File: config.mk
export PLATFORM = sky130hd
export DESIGN_NAME = dmct_fill_queue
export DESIGN_NICKNAME = d
export VERILOG_FILES = /design/src/rtl/core/dmct_pkg.sv /design/src/rtl/core/dmct_fill_queue.sv
export SDC_FILE = /design/constraint.sdc
export NUM_CORES = 2
export LEC_CHECK = 0
export BUFFER_PORTS_ARGS = -buffer_cell sky130_fd_sc_hd__buf_2
export CAP_MARGIN = 20
export CORE_MARGIN = 2
export CORE_UTILIZATION = 40
export DETAILED_ROUTE_END_ITERATION = 7
export SLEW_MARGIN = 20
export SYNTH_ARGS = -nofsm -noshare
export SYNTH_HDL_FRONTEND = slang
export SYNTH_SLANG_ARGS = --single-unit
File: constraint.sdc
create_clock -name aclk -period 12.1 [get_ports aclk]
set_input_delay 0.605 -clock aclk [delete_from_list [all_inputs] [get_ports aclk]]
set_output_delay 0.605 -clock aclk [all_outputs]
set_load 0.02 [all_outputs]
File: src/rtl/core/dmct_pkg.sv
// Shared types and constants for the direct-mapped cache timing block.
// Depends on nothing; used by every file in rtl/core.
package dmct_pkg;

    localparam logic [2:0] KIND_TICK      = 3'd0;
    localparam logic [2:0] KIND_LOAD      = 3'd1;
    localparam logic [2:0] KIND_STORE     = 3'd2;
    localparam logic [2:0] KIND_ACC_STORE = 3'd3;
    localparam logic [2:0] KIND_ATOMIC    = 3'd4;

    localparam logic [3:0] OUT_HIT      = 4'd0;
    localparam logic [3:0] OUT_MISS     = 4'd1;
    localparam logic [3:0] OUT_FAULT    = 4'd2;
    localparam logic [3:0] OUT_CONFLICT = 4'd3;
    localparam logic [3:0] OUT_BW_STALL = 4'd4;
    localparam logic [3:0] OUT_Q_FULL   = 4'd5;
    localparam logic [3:0] OUT_STORE    = 4'd6;
    localparam logic [3:0] OUT_ATOMIC   = 4'd7;
    localparam logic [3:0] OUT_TICK     = 4'd8;

    localparam logic [2:0] CFG_HIT_LAT   = 3'd0;
    localparam logic [2:0] CFG_MEM_LAT   = 3'd1;
    localparam logic [2:0] CFG_STORE_LAT = 3'd2;
    localparam logic [2:0] CFG_MEM_WORDS = 3'd3;
    localparam logic [2:0] CFG_DRAIN     = 3'd4;
    localparam logic [2:0] CFG_OUT_LIMIT = 3'd5;
    localparam logic [2:0] CFG_BYPASS    = 3'd6;

    localparam int          LAT_W   = 11;
    localparam logic [10:0] LAT_MAX = 11'd2047;
    localparam int          OUTS_W  = 17;

    typedef enum logic [2:0] {
        ST_CLEAR,
        ST_IDLE,
        ST_LOOKUP,
        ST_EXEC,
        ST_TSCAN,
        ST_TDRAIN
    } state_t;

    typedef struct packed {
        logic push;
        logic lookup;
        logic scan;
        logic pop;
    } fq_ctrl_t;

    typedef struct packed {
        logic        full;
        logic        hit;
        logic        any_due;
        logic [31:0] hit_due;
    } fq_stat_t;

    function automatic logic [10:0] sat_lat(input logic [11:0] v);
        sat_lat = (v > {1'b0, LAT_MAX}) ? LAT_MAX : v[10:0];
    endfunction

endpackage

File: src/rtl/core/dmct_fill_queue.sv
// Bounded line-fill queue kept in arrival order: lookup, due scan, ordered pop.
// Depends on dmct_pkg.
module dmct_fill_queue #(
    parameter int FILL_DEPTH = 16,
    parameter int IDX_W      = 12,
    parameter int TAG_W      = 17
) (
    input  logic               aclk,
    input  logic               aresetn,
    input  dmct_pkg::fq_ctrl_t ctrl,
    input  logic [IDX_W-1:0]   push_idx,
    input  logic [TAG_W-1:0]   push_tag,
    input  logic [31:0]        push_due,
    input  logic [IDX_W-1:0]   lk_idx,
    input  logic [TAG_W-1:0]   lk_tag,
    input  logic [31:0]        cycle,
    output dmct_pkg::fq_stat_t stat,
    output logic [IDX_W-1:0]   head_idx,
    output logic [TAG_W-1:0]   head_tag
);
    localparam int PTR_W = (FILL_DEPTH > 1) ? $clog2(FILL_DEPTH) : 1;
    localparam int CNT_W = $clog2(FILL_DEPTH + 1);

    logic [IDX_W-1:0]      idx_q [FILL_DEPTH];
    logic [TAG_W-1:0]      tag_q [FILL_DEPTH];
    logic [31:0]           due_q [FILL_DEPTH];
    logic [CNT_W-1:0]      count_reg;
    logic [FILL_DEPTH-1:0] due_vec_reg;
    logic                  hit_reg;
    logic [31:0]           hit_due_reg;

    logic                  lk_hit;
    logic [31:0]           lk_due;
    logic [PTR_W-1:0]      head_k;
    logic [31:0]           diff [FILL_DEPTH];

    // first match in arrival order
    always_comb begin
        lk_hit = 1'b0;
        lk_due = '0;
        for (int k = FILL_DEPTH - 1; k >= 0; k--) begin
            if ((CNT_W'(k) < count_reg) && idx_q[k] == lk_idx && tag_q[k] == lk_tag) begin
                lk_hit = 1'b1;
                lk_due = due_q[k];
            end
        end
    end

    always_comb begin
        head_k = '0;
        for (int k = FILL_DEPTH - 1; k >= 0; k--) begin
            if (due_vec_reg[k]) begin
                head_k = PTR_W'(k);
            end
        end
    end

    always_comb begin
        for (int k = 0; k < FILL_DEPTH; k++) begin
            diff[k] = cycle - due_q[k];
        end
    end

    assign head_idx     = idx_q[head_k];
    assign head_tag     = tag_q[head_k];
    assign stat.full    = (count_reg >= CNT_W'(FILL_DEPTH));
    assign stat.hit     = hit_reg;
    assign stat.hit_due = hit_due_reg;
    assign stat.any_due = |due_vec_reg;

    always_ff @(posedge aclk) begin
        if (!aresetn) begin
            count_reg   <= '0;
            due_vec_reg <= '0;
            hit_reg     <= 1'b0;
        end else begin
            if (ctrl.lookup) begin
                hit_reg <= lk_hit;
            end
            if (ctrl.push) begin
                count_reg <= count_reg + 1'b1;
            end else if (ctrl.pop) begin
                count_reg <= count_reg - 1'b1;
            end
            if (ctrl.scan) begin
                for (int k = 0; k < FILL_DEPTH; k++) begin
                    due_vec_reg[k] <= (CNT_W'(k) < count_reg) && !diff[k][31];
                end
            end else if (ctrl.pop) begin
                for (int k = 0; k < FILL_DEPTH; k++) begin
                    if (PTR_W'(k) >= head_k) begin
                        due_vec_reg[k] <= (k < FILL_DEPTH - 1) ? due_vec_reg[(k + 1) % FILL_DEPTH]
                                                               : 1'b0;
                    end
                end
            end
        end
    end

    always_ff @(posedge aclk) begin
        if (ctrl.lookup) begin
            hit_due_reg <= lk_due;
        end
        if (ctrl.push) begin
            idx_q[count_reg[PTR_W-1:0]] <= push_idx;
            tag_q[count_reg[PTR_W-1:0]] <= push_tag;
            due_q[count_reg[PTR_W-1:0]] <= push_due;
        end else if (ctrl.pop) begin
            // close the gap left by the popped entry
            for (int k = 0; k < FILL_DEPTH - 1; k++) begin
                if (PTR_W'(k) >= head_k) begin
                    idx_q[k] <= idx_q[k + 1];
                    tag_q[k] <= tag_q[k + 1];
                    due_q[k] <= due_q[k + 1];
                end
            end
        end
    end

endmodule

Word-level counts from Yosys, hierarchy flattened
Memories as Yosys holds them, arrays and structs flattened.
Cells that the tools add are included.
{"block": "word_totals", "regBits": 54, "ram_bits": 976, "inputBits": 128, "output_inout_bits": 64, "elab_cells": 346, "mem_count": 3}
{"block": "classes", "n_addsub": 18, "n_lt_le_gt_ge": 33, "n_eq_ne": 32, "n_mux": 139, "reduce_logical": 102}
{"memory": "due_q", "depth": 16, "width": 32, "rd": 16, "rd_clocked_by_memory_dff": 0, "write_ports": 15, "line_no": "dmct_fill_queue.sv:26", "source": "logic [31:0] due_q [FILL_DEPTH];"}
{"memory": "tag_q", "depth": 16, "width": 17, "rd": 17, "rd_clocked_by_memory_dff": 0, "write_ports": 15, "line_no": "dmct_fill_queue.sv:25", "source": "logic [TAG_W-1:0] tag_q [FILL_DEPTH];"}
{"memory": "idx_q", "depth": 16, "width": 12, "rd": 17, "rd_clocked_by_memory_dff": 0, "write_ports": 15, "line_no": "dmct_fill_queue.sv:24", "source": "logic [IDX_W-1:0] idx_q [FILL_DEPTH];"}
{"op": "$mux W32", "n": 17}
{"op": "$sub A32 B32 Y32", "n": 16}
{"op": "$eq A17 B17 Y1", "n": 16}
{"op": "$eq A12 B12 Y1", "n": 16}
{"op": "$mux W1", "n": 97}
{"op": "$mux W4", "n": 19}
{"op": "$logic_and A1 B1 Y1", "n": 48}
{"op": "$lt A4 B5 Y1 const A", "n": 8}
{"op": "$reduce_bool A2 Y1", "n": 18}
{"op": "$ge A4 B4 Y1 const A", "n": 8}
{"op": "$mux W16", "n": 2}
{"op": "$reduce_and A2 Y1", "n": 16}
{"op": "$reduce_or A32 Y1", "n": 1}
{"op": "$lt A3 B5 Y1 const A", "n": 4}
{"op": "$mux W17", "n": 1}
{"op": "$reduce_or A17 Y1", "n": 1}
{"op": "$ge A3 B4 Y1 const A", "n": 4}
{"op": "$logic_not A1 Y1", "n": 16}
{"op": "$reduce_or A16 Y1", "n": 1}
{"op": "$mux W12", "n": 1}
{"op": "$reduce_or A12 Y1", "n": 1}
{"op": "$lt A1 B5 Y1 const A", "n": 2}
{"op": "$lt A2 B5 Y1 const A", "n": 2}
{"op": "$mux W5", "n": 2}
{"op": "other kinds (5)", "n": 7}

Longest topological paths before layout
{"block": "logic_depth", "ltp_word": 23, "ltp_mapped": 13, "mapped_depth_nobuf": 12}

Worst setup path after synthesis
No wires, ideal clock.
{"block": "synth_path", "path_kind": "input to register", "startpoint": "input port ctrl[3] in the netlist's numbering", "endpoint": "memory due_q[7][0] (enable)", "arrival_ps": 5398, "setup_slack_ps": 6138, "cell_stages": 3, "n_path_buf": 1, "cell_sequence": "clkbuf_1 -> nand2_1 -> o21ai_0"}
{"item": "start: declaration", "line_no": "dmct_fill_queue.sv:10", "source": "input dmct_pkg::fq_ctrl_t ctrl,"}
{"item": "end: declaration", "line_no": "dmct_fill_queue.sv:26"}

Worst setup path after layout
{"block": "layout_path", "startpoint": "register due_vec_reg[15]", "endpoint": "output port head_tag[11]"}
{"block": "layout_via", "elab_chain_len": 17}
{"item": "start: declaration", "line_no": "dmct_fill_queue.sv:28", "source": "logic [FILL_DEPTH-1:0] due_vec_reg;"}
{"item": "start signal: indexed assignment", "line_no": "dmct_fill_queue.sv:87", "source": "due_vec_reg[k] <= (CNT_W'(k) < count_reg) && !diff[k][31];"}
{"item": "start signal: indexed assignment", "line_no": "dmct_fill_queue.sv:92", "source": "due_vec_reg[k] <= (k < FILL_DEPTH - 1) ? due_vec_reg[(k + 1) % FILL_DEPTH]"}
{"item": "$mux W4 (16 in a row)", "line_no": "dmct_fill_queue.sv:52", "source": "if (due_vec_reg[k]) begin"}
{"item": "$mem_v2 Z16 W17"}
{"item": "end: declaration", "line_no": "dmct_fill_queue.sv:19", "source": "output logic [TAG_W-1:0] head_tag"}
Every way passes these cells.

==> metrics.yaml <==
status: "complete, no violations"
hold_ws_ns: 0.172
finalClockSkew_ns: 0.0510
clk_pin_slew_worst_paths_ns: 0.06
synth_cell_type_count: 69
boundaryPins: 192
vias_per_cell: 6.10
grtUsageTotal_pct: 30.7
synth_ff_type: "edfxtp_1"
powerDensity_nw_per_um2: 158
slew_headroom_pct: 16.7
insertion_delay_ns: 0.81
firstDrtPassIters: 7
cp_max_fo: 70
power.total_mw: 11.9
cp-start-kind: "flop"
netSwitchingFraction_pct: 35.7
regMostFlops: "due_q"
io_buffers: 191
final_common_cell: "edfxtp_1"
p_clk_share_pct: 32.6
arrival_ns: 5.51
yosys_register_bits: 1030
min_period_ns: 6.11
synthCells: 6566
cts-buffers-inserted: 121
dr_total_vias: 54100
die_w_um: 417
ys_seq_area_share_pct: 45.0
reg_top3: "due_q (512), tag_q (272), idx_q (192)"
critical_path_required_ns: 11.49
finalSetupTns_ns: 0
hpwl_um: 198000
power.share.sequential_pct: 39.7
detail-route-antenna-nets: 0
cts_tree: "done"
final_net_count: 7154
hold_path_class: "input pin to flop"
yosysWarnings: 0
endpoint_kind: "output pin"
clockBufferDepth: 3
irDropWorstVdd_v: 0.000150
async_flop_share_pct: 0
intPower_mw: 7.65
combPwrFrac_pct: 27.6
grt_pass1_wl_um: 386000
dieArea_um2: 174000
start_util_pct: 40.3
p_leak_nw: 30.0
setup_viol: 0
rsz0062_at_grt: "false"
p_sw_mw: 4.24
maxCapViolCount: 0
htreeDepth: 3
critPathKind: "flop to output pin"
antenna_found_initial: 18
period_share_pct: 50.5
wl_per_cell_um: 30.9
fmax_mhz: 164
syn_area_per_cell_um2: 10.4
num_rows: 151
layout-drive-gt1-share_pct: 17.9
cts_resized: 0
hold_viol: 0
drtIter0Drc: 6972
drc: 0
final_max_slew_viol_count: 0
holdPathStages: 2
final_cell_mix: "edfxtp_1 (1,008), nand2_1 (837), mux2_2 (640), inv_1 (509), ha_1 (485)"
tightest_slew_ns: 1.24
synth_area_um2: 68300
grt.overflow.total: 0
die_h_um: 417
cts.sinks: 1030
syn_nets: 7179
clock-root-buffer: "clkbuf_16"
synth_area_leaders: "edfxtp_1 (44%), mux2_2 (11%), ha_1 (8.9%)"
grt_max_degree: 91
largest_reg_flops: 512
synth_edf_count: 1008
holdBufCountCts: 0
synth_top_area_share_pct: 44.3
cts_setup_buffers: 0
ff2ff_path_depth: 11
grt_pass1_vias: 51400
coreArea_um2: 169000
synthToLayoutAreaGrowth_pct: 10.5
yosysTopAreaCell: "edfxtp_1"
drt_wl_total_um: 274000
place.gp.congestion: 1.07
worst max-delay path: stages (launching register included):
cell and delay (ns):
dfxtp_1 0.39, nor2b_1 0.15, o21bai_1 0.08, a21oi_1 0.15, o21ai_0 0.15, a2111oi_0 0.85, or2_4 0.82, buf_4 0.91
nand2_1 0.12, a21oi_1 0.42, nor3_1 0.19, nand2_1 0.14, buf_2 0.18
through the flow:
stage                     utilization (%)  instances  cell area, µm²  setup WS [ns]
final                                44.5       8868           75400           5.99
after global routing                 44.5       8867           75400           5.84
after CTS                            44.5       8863           75400           6.15
after detailed placement             42.1       8636           71400           6.45
after global placement               42.1       8634           71300           6.43
after floorplan                         -       6566           68300           6.14
cells in the mapped netlist (all sizes together), types with 41 or more instances:
cell       n
a21o     141
a21oi    421
a221oi    60
buf      167
clkbuf   262
edfxtp  1008
ha       485
inv      509
mux2     645
mux2i    100
nand2    842
nand4    132
nor2     143
nor2b     42
nor3      51
nor4     111
o211ai    41
o21ai    486
o22ai     48
xnor2    210
xor2     288
worst paths after layout:
path / start / end / slack (ns)
worst max-delay path: due_vec_reg[15] / head_tag[11] / 5.99
worst min-delay path: aresetn / count_reg[2] / 0.17
worst max register to register: due_vec_reg[15] / due_q[1][4] / 6.39
worst min register to register: due_vec_reg[15] / due_vec_reg[15] / 0.55
power by group through the flow:
stage                     logic [mW]  registers [mW]  clock network (mW)
after floorplan                 1.90            4.71                   0
after global placement          3.16            4.77                   0
after detailed placement        3.22            4.78                   0
after CTS                       3.23            4.71                3.91
after global routing            3.45            4.75                4.02
final                           3.29            4.72                3.88
layout make-up:
cell class / count / area [µm²]
fillers: 15900 / 94000
multi-input cells: 4598 / 34300
flip-flops and latches: 1030 / 30700
clock buffers: 135 / 3080
well taps: 2218 / 2780
inverters: 509 / 1910
repair buffers: 281 / 1680
clock inverters: 92 / 981
diodes: 5 / 12.5
layer usage:
metal	vias to the layer above	GRT usage, %	wire, µm
li1	23800	-	-
met4	6	18.5	19500
met3	642	5.55	25100
met2	3060	47.6	121000
met1	26600	40.1	108000
met5	-	0	40
kinds of logic after synthesis:
logic type               after synthesis  synth area share, %
AO/OA/AOI/OAI                       1393                 12.2
XOR/XNOR                             498                 6.39
adder cells (fa/ha/maj)              485                 8.89
buffers and inverters                938                 5.49
flip-flops                          1030                 45.0
multiplexers                         745                 12.1
AND/OR/NAND/NOR                     1477                 9.92
No activity file was read; power rests on OpenSTA's default activity.
